File: config.mk
export PLATFORM = sky130hd
export DESIGN_NAME = tms_ram
export DESIGN_NICKNAME = d
export VERILOG_FILES = /design/src/rtl/tms_ram.sv
export SDC_FILE = /design/constraint.sdc
export NUM_CORES = 2
export LEC_CHECK = 0
export ABC_CLOCK_PERIOD_IN_PS = 4140
export BUFFER_PORTS_ARGS = -buffer_cell sky130_fd_sc_hd__clkbuf_2
export CAP_MARGIN = 20
export CORE_ASPECT_RATIO = 1.75
export CORE_MARGIN = 8
export CORE_UTILIZATION = 63
export DETAILED_ROUTE_END_ITERATION = 10
export HOLD_SLACK_MARGIN = 0.05
export PLACE_DENSITY = 0.82
export SLEW_MARGIN = 20
export SYNTH_ARGS = -nofsm -noshare
export SYNTH_HDL_FRONTEND = slang
export SYNTH_SLANG_ARGS = --single-unit
export TNS_END_PERCENT = 20
File: constraint.sdc
create_clock -name clk -period 4.14 [get_ports clk]
set_clock_uncertainty 0.05 [all_clocks]
set_input_delay 0.207 -clock clk [delete_from_list [all_inputs] [get_ports clk]]
set_output_delay 0.207 -clock clk [all_outputs]
set_load 0.05 [all_outputs]
File: src/rtl/tms_ram.sv
// Generic single-write, single-read RAM with registered read data.
module tms_ram #(
  parameter int WIDTH = 32,
  parameter int DEPTH = 64
) (
  input  logic                     clk,
  input  logic                     we,
  input  logic [$clog2(DEPTH)-1:0] waddr,
  input  logic [WIDTH-1:0]         wdata,
  input  logic [$clog2(DEPTH)-1:0] raddr,
  output logic [WIDTH-1:0]         rdata
);

  logic [WIDTH-1:0] mem [DEPTH];
  logic [WIDTH-1:0] rdata_r;

  always_ff @(posedge clk) begin
    if (we) begin
      mem[waddr] <= wdata;
    end
    rdata_r <= mem[raddr];
  end

  assign rdata = rdata_r;

endmodule

; ---- After elaboration in Yosys (flattened, before gate mapping)
; Memories as Yosys holds them, arrays and structs flattened. A register that Yosys moved wholly into a read port is not among the register bits.
; Index checks and enable logic that the tools add are counted.
[word_totals]
register_bits = 0
mem_bits_rw = 2048
word_cells = 3
n_memories = 1
[op_classes]
n_mux = 2
[mem_list]
columns = name, depth, word_bits, rd, rd_ports_with_merged_regs, wr, line
row1 = mem, 64, 32, 1, 1, 1, 14  ; logic [WIDTH-1:0] mem [DEPTH];
[ops]
columns = operator, n
row1 = 1-bit two-way mux, 2

; ---- Longest topological paths before layout
[logic_depth]
word_depth = 2
depth_mapped = 10
ltp_nobuf = 5

; ---- Least setup slack after synthesis
; Ideal clock, no wire load.
[synth_timing]
path_kind = in2reg
startpoint = input waddr[3]
endpoint = memory mem[48][0] (enable)
arrival_time_ps = 2906
required_ps = 3629
setup_slack_ps = 723
cell_stages = 4
path_buffers = 1
cell_sequence = clkbuf_1 > nor2b_1 > nand4b_1 > nor3_1
[synth_rtl]
columns = element, line
row1 = start: declaration, 8  ; input logic [$clog2(DEPTH)-1:0] waddr,
row2 = end: declaration, 14
; No word-level cell before the write port.

==> metrics.cfg <==
[sta]
hold_violations = 0
fin_crit_sh_pct = 70.6
rsz0062_at_grt = no
slew_viol_final = 0
tightest_slew_ns = 1.18
fin_tns_setup_ns = 0
timing.fmax_ghz = 0.342
finalSetupViolCount = 0
relSlewSlack_pct = 21.1
fin_ws_ns = 1.22
period_minus_slack_ns = 2.92
hold_ws_ns = 0.101

[placement]
post_dp_cell_area_um2 = 82400
dp_cells = 5066
place_congestion = 0.830
place.port_buffers = 77
hpwl_um = 119000
dp_slack_ns = 0.504

[layout]
instances_no_fill = 5410
drive_gt1_share_pct = 30.5
final_area_um2 = 88400
area_growth_pct = 12.6
fin_nets = 3668
layout_common_cells = edfxtp_1, mux4_2, buf_4, clkbuf_16, mux2i_1
layout_commonest_cell = edfxtp_1

[worst_setup_path]
r2r_cells = 4
slowest_delay_ns = 0.91
critPathMostFrequentCell = mux4_2
critPathSlowestCell = o22ai_1
cp.arrival_ns = 3.49
start_kind = input pin
cp_top_family = buffers and inverters
path_depth = 7
critPathKind = in -> reg
cp_cell_sequence = buf_8 > buf_12 > buf_4 > mux4_2 > mux4_2 > o22ai_1 > nor2_1
cp_max_fo = 50
cp_num_buf_inv = 3
end_kind = flip-flop
critPathRequiredTime_ns = 4.71

[synth]
synth_top_family_by_area = multiplexers
ys_seq_elements = 2080
synth_xor_area_share_pct = 0
synthSimpleGateAreaFrac_pct = 1.27
yosysSeqAreaShare_pct = 79.1
synth_area_per_cell_um2 = 23.6
yosys.area_share.adder_pct = 0
synth_compound_area_share_pct = 1.67
synth.mux.area_fraction_pct = 16.8
synth_area_um2 = 78500
synth_warnings = 0
synthesis.nets = 3370
ys_types = 34
synthCells = 3324

[floorplanning]
die-area_um2 = 137000
core_um2 = 124000
pin_count = 78
num_rows = 171
initial_core_util_pct = 63.4
die_x_um = 283
die_h_um = 483

[global_route]
grt_pass1_vias = 41800
grt_pass1_wl_um = 317000
overflow = 0
grt_max_degree = 65
grt_antenna_before_repair = 12
grt_usage_pct = 33.5

[cts]
cts-htree-levels = 4
cts_tree = done
clock_path_buffers = 3
numCtsBuffers = 167
cts.sinks = 2080
post_cts_buffers = 0
cts-root-buf = clkbuf_16
clkLatencyLatePin_ns = 0.81
path_clk_slew_ns = 0.07

[detailed_routing]
dr.pass1.iters = 6
drc_errors = 0
ant_nets = 0
vias_per_cell = 7.55
wl_met2_um = 111000
wl_met3_um = 29900
top_layer_used = met5
vias = 40800
drt_wl_total_um = 228000
wl_per_cell_um = 42.1
drt-met1-wl_um = 67500
drtIter0Drc = 6925

[min_path]
hold_depth = 2
hp-class = in -> reg

[power]
vdd_drop_max_mv = 0.348
p_leak_nw = 27.7
powerDensity_nw_per_um2 = 482

[status]
outcome = finished clean

[job]
maxCapViolCount = 0

==> cells by family after synthesis <==
| family | count (synthesis) |
|---|---|
| buf+inv | 182 |
| flops | 2080 |
| mux | 637 |
| compound gates | 202 |
| simple gates | 223 |
==> timing repair <==
| action | in CTS | in global routing |
|---|---|---|
| hold endpoints to repair | 985 | 192 |
| hold buffers | 27 | 3 |
| endpoints found under the setup margin | 0 | 0 |
| resized for setup | 0 | 0 |
==> final timing paths <==
check                    from           to  slack, ns
setup / recovery     raddr[0]    rdata[16]       1.22
hold / removal      wdata[22]  mem[41][22]       0.10
setup reg to reg  mem[17][16]    rdata[16]       1.35
hold reg to reg   mem[13][20]    rdata[20]       0.75
==> synth_stat cells <==
| library cell | n | area [µm²] |
|---|---|---|
| clkbuf_1 | 74 | 278 |
| nor2b_1 | 15 | 93.8 |
| buf_4 | 25 | 188 |
| or3_1 | 3 | 18.8 |
| nand2_1 | 26 | 97.6 |
| o221ai_1 | 27 | 236 |
| buf_6 | 5 | 56.3 |
| a22oi_1 | 12 | 90.1 |
| edfxtp_1 | 2048 | 61500 |
| or3b_2 | 3 | 26.3 |
| nor2_1 | 137 | 514 |
| or3b_1 | 2 | 17.5 |
| a41o_1 | 4 | 40.0 |
| buf_1 | 21 | 78.8 |
| mux2i_1 | 93 | 931 |
| nand3_1 | 5 | 25.0 |
| buf_2 | 57 | 285 |
| mux4_2 | 544 | 12300 |
| nand2b_1 | 8 | 50.1 |
| and3_1 | 4 | 25.0 |
| or2_2 | 1 | 6.26 |
| a311oi_1 | 8 | 70.1 |
| nand4_1 | 2 | 12.5 |
| o22ai_1 | 84 | 526 |
| nand3b_1 | 5 | 37.5 |
| o32ai_1 | 4 | 35.0 |
| dfxtp_1 | 32 | 641 |
| nor3_1 | 7 | 35.0 |
| nand4b_1 | 1 | 8.76 |
| a31oi_1 | 1 | 6.26 |
| and2_1 | 2 | 12.5 |
| or2_1 | 1 | 6.26 |
| or2_0 | 1 | 6.26 |
| a21oi_1 | 62 | 310 |
==> area by class of cell <==
class,count,area [µm²]
clock buffers,211,4520
diodes,10,25.0
repair buffers,311,2580
multi-input cells,1062,16000
clock inverters,93,1100
flip-flops and latches,2080,62100
fillers,6226,35500
well taps,1643,2060
==> registers in the layout, indices dropped and copies added, names as in the netlist <==
signal and flops:
mem 2048, rdata 32
==> where the power goes <==
part / internal, mW / switching [mW]
Combinational: 0.845 / 1.63
Sequential: 23.3 / 0.132
Clock: 9.26 / 7.48
==> stage by stage <==
step / util [%] / power (mW)
after global placement: 66.5 / 26.1
final: 71.3 / 42.6
after global routing: 71.3 / 43.4
after CTS: 71.3 / 42.6
after detailed placement: 66.5 / 26.2
after floorplan: - / 25.1
==> per-layer routing <==
metal	GRT usage, %	vias up
met5	0	-
met4	22.2	10
met3	8.46	970
met2	53.3	4244
met1	40.7	20800
li1	-	14800
(Power assumes the default switching activity.)
