===== src/rtl/tms_pkg.sv =====
// Package with the shared types, codes and arithmetic helpers of the triangular solver.
package tms_pkg;

  localparam int MAX_N      = 8;
  localparam int MAX_RHS    = 8;
  localparam int VAL_W      = 32;
  localparam int FRAC_W     = 16;
  localparam int NUM_W      = VAL_W + FRAC_W;
  localparam int DIV_STEPS  = NUM_W;
  localparam int A_DEPTH    = MAX_N * MAX_N;
  localparam int X_DEPTH    = MAX_N * MAX_RHS;
  localparam int ADDR_W     = 6;

  typedef enum logic [1:0] {
    OP_LOAD_A = 2'd0,
    OP_LOAD_B = 2'd1,
    OP_SOLVE  = 2'd2,
    OP_NONE   = 2'd3
  } op_t;

  typedef enum logic [2:0] {
    REG_SIZE  = 3'd0,
    REG_RHS   = 3'd1,
    REG_UPPER = 3'd2,
    REG_TRANS = 3'd3,
    REG_UNIT  = 3'd4
  } reg_idx_t;

  typedef struct packed {
    logic [1:0]              operation;
    logic [2:0]              row;
    logic [2:0]              col;
    logic signed [VAL_W-1:0] value;
  } in_item_t;

  typedef struct packed {
    logic [2:0]              out_row;
    logic [2:0]              out_col;
    logic signed [VAL_W-1:0] out_value;
    logic                    status;
    logic                    last;
  } out_item_t;

  // One stage of the restoring divider chain.
  typedef struct packed {
    logic             valid;
    logic             neg;
    logic [VAL_W-1:0] den;
    logic [VAL_W:0]   rem;
    logic [NUM_W-1:0] num;
    logic [NUM_W-1:0] quo;
  } div_stage_t;

  localparam logic signed [VAL_W-1:0] VMAX = {1'b0, {(VAL_W-1){1'b1}}};
  localparam logic signed [VAL_W-1:0] VMIN = {1'b1, {(VAL_W-1){1'b0}}};

  // Floors a full product by the fraction width and saturates it.
  function automatic logic signed [VAL_W-1:0] sat_prod(input logic signed [2*VAL_W-1:0] p);
    logic signed [2*VAL_W-FRAC_W-1:0] sh;
    sh = p[2*VAL_W-1:FRAC_W];
    if (sh > 48'sh00007FFFFFFF) sat_prod = VMAX;
    else if (sh < -48'sh000080000000) sat_prod = VMIN;
    else sat_prod = sh[VAL_W-1:0];
  endfunction

  function automatic logic signed [VAL_W-1:0] sub_sat(input logic signed [VAL_W-1:0] a,
                                                      input logic signed [VAL_W-1:0] b);
    logic signed [VAL_W:0] d;
    d = {a[VAL_W-1], a} - {b[VAL_W-1], b};
    if (d[VAL_W] != d[VAL_W-1]) sub_sat = d[VAL_W] ? VMIN : VMAX;
    else sub_sat = d[VAL_W-1:0];
  endfunction

  function automatic logic [VAL_W-1:0] magn(input logic signed [VAL_W-1:0] v);
    magn = v[VAL_W-1] ? (~v + 1'b1) : v;
  endfunction

  // Applies the sign to a quotient magnitude and saturates it.
  function automatic logic signed [VAL_W-1:0] sat_quo(input logic [NUM_W-1:0] q,
                                                      input logic neg);
    logic [NUM_W-1:0] lim;
    lim = {{(NUM_W-VAL_W){1'b0}}, 1'b1, {(VAL_W-1){1'b0}}};
    if (neg) begin
      if (q > lim) sat_quo = VMIN;
      else sat_quo = ~q[VAL_W-1:0] + 1'b1;
    end else begin
      if (q >= lim) sat_quo = VMAX;
      else sat_quo = q[VAL_W-1:0];
    end
  endfunction

endpackage


===== src/rtl/tms_div_cell.sv =====
// One cell of the divider chain: retires one quotient bit and hands its state on.
module tms_div_cell (
  input  logic               clk,
  input  logic               rst_n,
  input  tms_pkg::div_stage_t stg_in,
  output tms_pkg::div_stage_t stg_out
);
  import tms_pkg::*;

  div_stage_t     stg_r;
  logic [VAL_W:0] rem_sh;
  logic           ge;

  always_comb begin
    rem_sh = {stg_in.rem[VAL_W-1:0], stg_in.num[NUM_W-1]};
    ge     = rem_sh >= {1'b0, stg_in.den};
  end

  always_ff @(posedge clk) begin
    if (!rst_n) begin
      stg_r <= '0;
    end else begin
      stg_r.valid <= stg_in.valid;
      stg_r.neg   <= stg_in.neg;
      stg_r.den   <= stg_in.den;
      stg_r.rem   <= ge ? (rem_sh - {1'b0, stg_in.den}) : rem_sh;
      stg_r.num   <= {stg_in.num[NUM_W-2:0], 1'b0};
      stg_r.quo   <= {stg_in.quo[NUM_W-2:0], ge};
    end
  end

  assign stg_out = stg_r;

endmodule

===== config.mk =====
export PLATFORM = sky130hd
export DESIGN_NAME = tms_div_cell
export DESIGN_NICKNAME = d
export VERILOG_FILES = /design/src/rtl/tms_pkg.sv /design/src/rtl/tms_div_cell.sv
export SDC_FILE = /design/constraint.sdc
export NUM_CORES = 1
export LEC_CHECK = 0
export ABC_AREA = 1
export BUFFER_PORTS_ARGS = -buffer_cell sky130_fd_sc_hd__buf_4
export CAP_MARGIN = 10
export CORE_MARGIN = 2
export CORE_UTILIZATION = 30
export CTS_CLUSTER_SIZE = 30
export DETAILED_ROUTE_END_ITERATION = 8
export GPL_TIMING_DRIVEN = 0
export PLACE_DENSITY = 0.55
export REMOVE_ABC_BUFFERS = 1
export SLEW_MARGIN = 10
export SYNTH_ARGS = -nofsm -noshare
export SYNTH_HDL_FRONTEND = slang
export SYNTH_SLANG_ARGS = --single-unit

===== constraint.sdc =====
create_clock -name clk -period 6 [get_ports clk]
set_clock_uncertainty 0.2 [all_clocks]
set_input_delay 1.2 -clock clk [delete_from_list [all_inputs] [get_ports clk]]
set_output_delay 1.2 -clock clk [all_outputs]
set_load 0.05 [all_outputs]

* After elaboration in Yosys (flattened, before gate mapping) *
Cells that the tools add are included.

operators by class
  $add $sub $neg = 1
  $mul = 0
  div/mod/pow operators = 0
  magnitude comparators = 1
  equal/unequal tests = 0
  shifts and indexed selects = 0
  multiplexer cells = 1
  bitwise gates (word level) = 0
  reductions and logical operators = 0

operators by type and width
  kind                                          count
  greater-or-equal comparator 33 x 32 -> 1 bit  1
  2-to-1 mux 33 bit                             1
  subtractor 33 x 32 -> 33 bit                  1

storage, ports and cells
  bits in registers = 163
  latch bits = 0
  RAM bits = 0
  memory bits (read-only) = 0
  output and inout port bits = 163
  memories kept = 0

* Depth between registers and ports, before layout *
Gate-level depths: netlist (run 1).

  word-level depth = 2
  depth in mapped cells = 18
  depth with buffers taken out = 16

* Worst setup path after synthesis (run 1) *
No wires, ideal clock.

  path type = input -> register
  start = input stg_in[132] in the netlist's numbering
  end = register stg_r (netlist bit stg_out[100])
  library setup time = 0.114 ns
  data arrival time = 2.643 ns
  data required time = 5.686 ns
  path slack = 3.043 ns
  cell stages on the path = 16
  path buffers = 2
  path through = inv_1 -> ha_1 -> nand2_2 -> inv_1 -> nand2_1 -> nand2_1 -> nand2_1 -> nand3_2 -> nand2_2 -> nand2_2 -> nand2_1 -> nand3_2 -> buf_8 -> buf_6 -> nor2_1 -> nor2_2

between the ends
  cells in the longest elaborated chain, start to end = 2
  elaborated cells on any way between the ends = 3

ends and longest elaborated chain
  what                                                                                          RTL line                                RTL
  start: declaration                                                                            tms_div_cell.sv:5                       input tms_pkg::div_stage_t stg_in,
  subtractor 33 x 32 -> 33 bit or greater-or-equal comparator 33 x 32 -> 1 bit (tied branches)  tms_div_cell.sv:26, tms_div_cell.sv:16
  2-to-1 mux 33 bit (*)                                                                         tms_div_cell.sv:26                      stg_r.rem <= ge ? (rem_sh - {1'b0, stg_in.den}) : rem_sh;
  end: declaration                                                                              tms_div_cell.sv:10                      div_stage_t stg_r;

Every way passes the cells marked *; elsewhere a longest branch is shown, timed or not.
A chain may end at the register's enable or synchronous reset.

* Final worst setup path (run 1) *
  start = input stg_in[143] in the netlist's numbering
  end = register stg_r (netlist bit stg_out[107])

between the ends
  cells in the longest elaborated chain, start to end = 2

ends and longest elaborated chain
  what                                          RTL line            RTL
  greater-or-equal comparator 33 x 32 -> 1 bit  tms_div_cell.sv:16  ge = rem_sh >= {1'b0, stg_in.den};
  2-to-1 mux 33 bit                             tms_div_cell.sv:26

Every way passes these cells.

==> impl_metrics.csv, run 1 <==
group,metric,value,unit
outcome,status,"complete, no violations",
drt,drtIter0Drc,421,
final_layout,syn_to_final_growth,43.27,%
critical_path,cp_max_fo,65,
cts,cts_inserted_buffers,17,
critical_path,crit_family,"simple AND/OR/NAND/NOR gates",
timing,max_slew_margin,47.21,%
timing,tns,0,ns
drt,drt-total-wl,23.79,mm
critical_path,crit_top_cell,"nand2_1",
die,dieArea,26770,um2
drt,post_drt_wl_per_cell,13.10,um
yosys,synth_top_area_share,42.44,%
timing,min_period,3.467,ns
timing,slew_viol_final,0,
pwr,clockPowerShare,35.3,%
final_layout,drive_above_1_share,26.65,%
yosys,syn-cell-area,7642,um2
critical_path,crit_path_start_kind,"input pin",
global_routing,grt_usage,17.56,%
drt,final_antenna_net_count,0,
placed_design,dpl.cell_count,1784,
timing,fmax,288.4,MHz
yosys,synth_seq_area_share,42.44,%
timing,worstMarginPinSlew,0.7919,ns
yosys,synth-seq-cells,162,
placed_design,dpl.hpwl,18.95,mm
global_routing,grt_pass1_vias,6733,
pwr,p_leak,6.814,nW
pwr,finalPower,3.148,mW
pwr,power_density,287.5,nW/um2
global_routing,grt_max_degree,91,
drt,viasPerCell,3.953,
yosys,synth_area_leaders,"dfxtp_1 42%, nand2_1 22%, inv_1 14%",
yosys,ys_warn_count,0,
worst_hold_path,hp-class,"in2reg",
critical_path,endpoint_kind,"register",
cts,postCtsSetupBuffers,0,
cts,cts_sinks,162,
die,die_w,163.6,um
die,initial_core_util,30.44,%
die,die_y,163.6,um
cts,path_clk_slew,0.08,ns
critical_path,crit_buf_inv,2,
drt,drcViolationCount,0,
critical_path,path_class,"in2reg",
pwr,p_comb_share,27.5,%
yosys,synthCells,1156,
die,ioPinCount,328,
final_layout,largest_register_ffs,162,
final_layout,layout.nets,1671,
yosys,ys_top_cells_by_count,"446 x nand2_1, 281 x inv_1, 162 x dfxtp_1",
global_routing,grt-ovfl-total,0,
final_layout,final_cell_count_no_fill,1816,
die,coreArea,25110,um2
drt,first_pass_iters,4,
cts,cts_tree,"built",
placed_design,port_buffers,324,
yosys,synth_flop_cell,"dfxtp_1",
critical_path,cpPeakStageDelay,0.58,ns
yosys,yosysTopAreaCell,"dfxtp_1",
yosys,post_synth_num_cell_types,29,
cts,clockBufferDepth,2,
pwr,p_int,2.013,mW
yosys,ys_async_sr_fraction,0,%
critical_path,path_cells,"buf_4, inv_1, ha_1, nand2_1, nor2_1, nand3_1, nor3_1, nand2_1, nand3_4, nand2_1, nand2_1, nor2_2",
yosys,yosysMostFrequentCell,"nand2_1",
timing,finalSetupViolCount,0,
critical_path,cp.arrival,3.59,ns
pwr,peakVddDrop,0.0001658,V
yosys,synth_edf_count,0,
cts,cts-root-buf,"clkbuf_16",
global_routing,grt_pass1_wl,36.18,mm
critical_path,critPathCapture,"stg_out[107]$_SDFF_PN0_",
final_layout,antenna_cells,0,
yosys,synth.avg_cell_area,6.611,um2
cts,h-tree-depth,4,
critical_path,crit_start,"stg_in[143]",
timing,hold_violations,0,
timing,rsz0062_at_grt,"false",
cts,cts_hold_buf,0,
timing,hold_ws,0.7471,ns
pwr,switchingPower,1.135,mW
pwr,p_seq_share,37.1,%
placed_design,gp_congestion,0.8586,
global_routing,antenna_found_initial,0,
timing,min_period_over_period,57.79,%
job,drv_cap,0,
critical_path,required,6.12,ns
cts,cts-resized-gates,0,
die,rows,58,
drt,vias,7179,
critical_path,cp.depth,12,
pwr,p_sw_share,36.07,%
critical_path,critPathSlowestCell,"nand3_4",
[per-stage QoR]
step                setup slack, ns  util, %  instance area, um2
CTS                           2.496    43.61               10950
detailed placement            2.042    41.25               10360
global route                  2.233    43.61               10950
floorplan                     2.430        -                7473
finish                        2.533    43.61               10950
global placement              1.580    41.10               10320
[worst min path at each step]
stage,startpoint,to,slack (ns),cells after the start
after floorplan,rst_n,stg_out[10]$_SDFF_PN0_,1.09,2
after global placement,stg_in[85],stg_out[86]$_SDFF_PN0_,1.18,3
after detailed placement,stg_in[93],stg_out[94]$_SDFF_PN0_,1.19,3
after CTS,stg_in[1],stg_out[2]$_SDFF_PN0_,0.73,3
after global routing,stg_in[15],stg_out[16]$_SDFF_PN0_,0.72,3
final,stg_in[85],stg_out[86]$_SDFF_PN0_,0.75,3
[metal layers]
metal	share of wire (%)	track usage (%)
met5	0	0
met4	1.7	5.024
met3	7.0	4.571
met2	48	30.21
met1	44	21.55
[placed cells by master, fill, tap and decap left out]
master       n
inv_6        4
o21bai_1     1
o21ai_1      1
nand2_1    446
xor2_1       1
nor3_1      10
clkinv_1     1
nand4_1      4
o21ai_0      1
conb_1       1
dfxtp_1    162
nor2_2      30
nand3_1     26
nand3_4      1
buf_6        1
clkinv_8     2
inv_1      281
nand3_2      1
a21oi_1     20
ha_1        32
inv_8        6
nand2_2      3
clkinv_4     2
nand3b_1     8
nor2_1      73
buf_4      323
inv_2        4
clkbuf_8     1
and2_1       7
fa_1         1
buf_16       1
clkbuf_16   17
xnor2_1     14
[power by group through the flow]
stage                     logic [mW]  clock network (mW)  registers [mW]
after floorplan                0.289                   0            1.46
after global routing           0.948                1.20            1.18
final                          0.867                1.11            1.17
after detailed placement       0.876                   0            1.19
after CTS                      0.878                1.15            1.17
after global placement         0.874                   0            1.19
[worst min-delay path, delay by kind of cell]
| family | cells | cell delay [ns] |
|---|---|---|
| buffers and inverters | 2 | 0.12 |
| AND/OR/NAND/NOR | 1 | 0.04 |
[cells by family (layout without fill, tap and decap cells)]
| kind of cell | count (synthesis) | after routing | share of synthesized area [%] |
|---|---|---|---|
| xor+xnor | 15 | 15 | 1.719 |
| other cells | 1 | 1 | 0.04907 |
| fa+ha+maj | 33 | 33 | 5.501 |
| simple gates | 609 | 609 | 32.50 |
| flops | 162 | 162 | 42.44 |
| compound gates | 23 | 23 | 1.539 |
| buf+inv | 313 | 643 | 16.26 |
[cell type report]
cell class | count | area (um2)
sequential | 162 | 3243
inverter | 286 | 1074
tap | 330 | 412.9
clock buffer | 18 | 439.2
clock inverter | 14 | 152.6
multi-input combinational | 681 | 3164
fill | 2704 | 14160
timing repair buffer | 325 | 2464
Note: power is estimated with default switching activity, not from simulation.
==> run 2, diff against run 1 <==
==> constraint.sdc (replaced) <==
create_clock -name clk -period 3.2 [get_ports clk]
set_clock_uncertainty 0.2 [all_clocks]
set_input_delay 0.64 -clock clk [delete_from_list [all_inputs] [get_ports clk]]
set_output_delay 0.64 -clock clk [all_outputs]
set_load 0.05 [all_outputs]
==> impl_metrics.csv, run 2 (synthesized netlist as in run 1, its figures left out) <==
group,metric,value,unit
outcome,status,"complete, no violations",
cts,cts_sinks,162,
final_layout,fillers,2704,
timing,slew_viol_final,0,
global_routing,grt_max_degree,91,
pwr,peakVddDrop,0.0003108,V
critical_path,cp.arrival,2.98,ns
global_routing,grt_pass1_wl,36.18,mm
placed_design,pre_cts_ws,-0.1977,ns
cts,cts-root-buf,"clkbuf_16",
final_layout,final_cell_mix,"446 x nand2_1, 323 x buf_4, 281 x inv_1",
die,rows,58,
placed_design,gp_congestion,0.8586,
pwr,p_int,3.773,mW
die,ioPinCount,328,
final_layout,fin_util,43.61,%
final_layout,drive_above_1_share,26.65,%
final_layout,layout.nets,1671,
critical_path,crit_top_cell,"nand2_1",
timing,min_period_over_period,89.10,%
final_layout,final_common_cell,"nand2_1",
job,drv_cap,0,
pwr,p_leak,6.814,nW
drt,drt-total-wl,23.81,mm
timing,worst_slack,0.3489,ns
pwr,finalPower,5.902,mW
drt,drcViolationCount,0,
pwr,p_comb_share,27.5,%
timing,min_period,2.851,ns
die,die_y,163.6,um
pwr,switchingPower,2.129,mW
cts,cts-resized-gates,0,
cts,clockBufferDepth,2,
placed_design,dpl.hpwl,18.95,mm
timing,fmax,350.7,MHz
drt,vias,7184,
placed_design,dpl-instance-area,10360,um2
drt,final_antenna_net_count,0,
global_routing,grt_usage,17.56,%
critical_path,critPathSlowestCell,"nand3_4",
final_layout,final_cell_count_no_fill,1816,
cts,cts_hold_buf,0,
timing,finalSetupViolCount,0,
cts,cts_tree,"built",
cts,h-tree-depth,4,
global_routing,antenna_found_initial,0,
global_routing,grt_pass1_vias,6733,
die,die_w,163.6,um
timing,worstMarginPinSlew,0.7919,ns
drt,first_pass_iters,4,
critical_path,crit_buf_inv,2,
critical_path,endpoint_kind,"register",
placed_design,port_buffers,324,
timing,tns,0,ns
final_layout,antenna_cells,0,
drt,viasPerCell,3.956,
drt,post_drt_wl_per_cell,13.11,um
pwr,p_seq_share,37.1,%
timing,max_slew_margin,47.20,%
timing,hold_ws,0.1874,ns
critical_path,cp_max_fo,65,
critical_path,required,3.32,ns
placed_design,dpl.cell_count,1784,
timing,hold_violations,0,
drt,drtIter0Drc,421,
critical_path,path_class,"in2reg",
die,coreArea,25110,um2
critical_path,path_cells,"buf_4, inv_1, ha_1, nand2_1, nor2_1, nand3_1, nor3_1, nand2_1, nand3_4, nand2_1, nand2_1, nor2_2",
timing,rsz0062_at_grt,"false",
die,dieArea,26770,um2
critical_path,crit_family,"simple AND/OR/NAND/NOR gates",
cts,cts_inserted_buffers,17,
cts,path_clk_slew,0.08,ns
final_layout,multiInputGateArea,3164,um2
pwr,clockPowerShare,35.3,%
global_routing,grt-ovfl-total,0,
final_layout,syn_to_final_growth,43.27,%
cts,postCtsSetupBuffers,0,
final_layout,seqCellArea,3243,um2
critical_path,crit_path_start_kind,"input pin",
die,initial_core_util,30.44,%
worst_hold_path,hp-class,"in2reg",
pwr,p_sw_share,36.06,%
final_layout,design_area,10950,um2
critical_path,cpPeakStageDelay,0.52,ns
pwr,power_density,539.0,nW/um2
final_layout,largest_register_ffs,162,
## run 2: cell counts in the layout (fill, tap and decap cells not counted)
Identical to the previous run, type by type.
## run 2: cell type report
type / instances / share of cell area, %
tap: 330 / 3.771
timing repair buffer: 325 / 22.50
clock buffer: 18 / 4.011
inverter: 286 / 9.805
sequential: 162 / 29.62
clock inverter: 14 / 1.394
multi-input combinational: 681 / 28.90
## run 2: tightest hold or removal path, cell delays in order
cell and delay, ns:
buf_4 0.08, nand2_1 0.04, inv_1 0.04
## run 2: path summary, 6_finish.rpt
| path | start | end | slack (ns) | cells after the start |
|---|---|---|---|---|
| max | stg_in[143] | stg_out[107]$_SDFF_PN0_ | 0.35 | 12 |
| min | stg_in[85] | stg_out[86]$_SDFF_PN0_ | 0.19 | 3 |
## run 2: power groups by stage
stage / Sequential (mW) / Clock [mW] / Combinational [mW]
3_5_place_dp: 2.24 / 0 / 1.64
4_1_cts: 2.19 / 2.15 / 1.65
6_report: 2.19 / 2.09 / 1.63
5_1_grt: 2.20 / 2.25 / 1.78
2_1_floorplan: 2.74 / 0 / 0.542
3_3_place_gp: 2.24 / 0 / 1.64
## run 2: routing by layer
metal  track usage (%)  part of all wire (%)  vias up
li1                  -                     -     3929
met1             21.55                    44     3020
met2             30.21                    48      212
met3             4.571                   7.1       23
met4             5.024                   1.7        0
met5                 0                     0        -
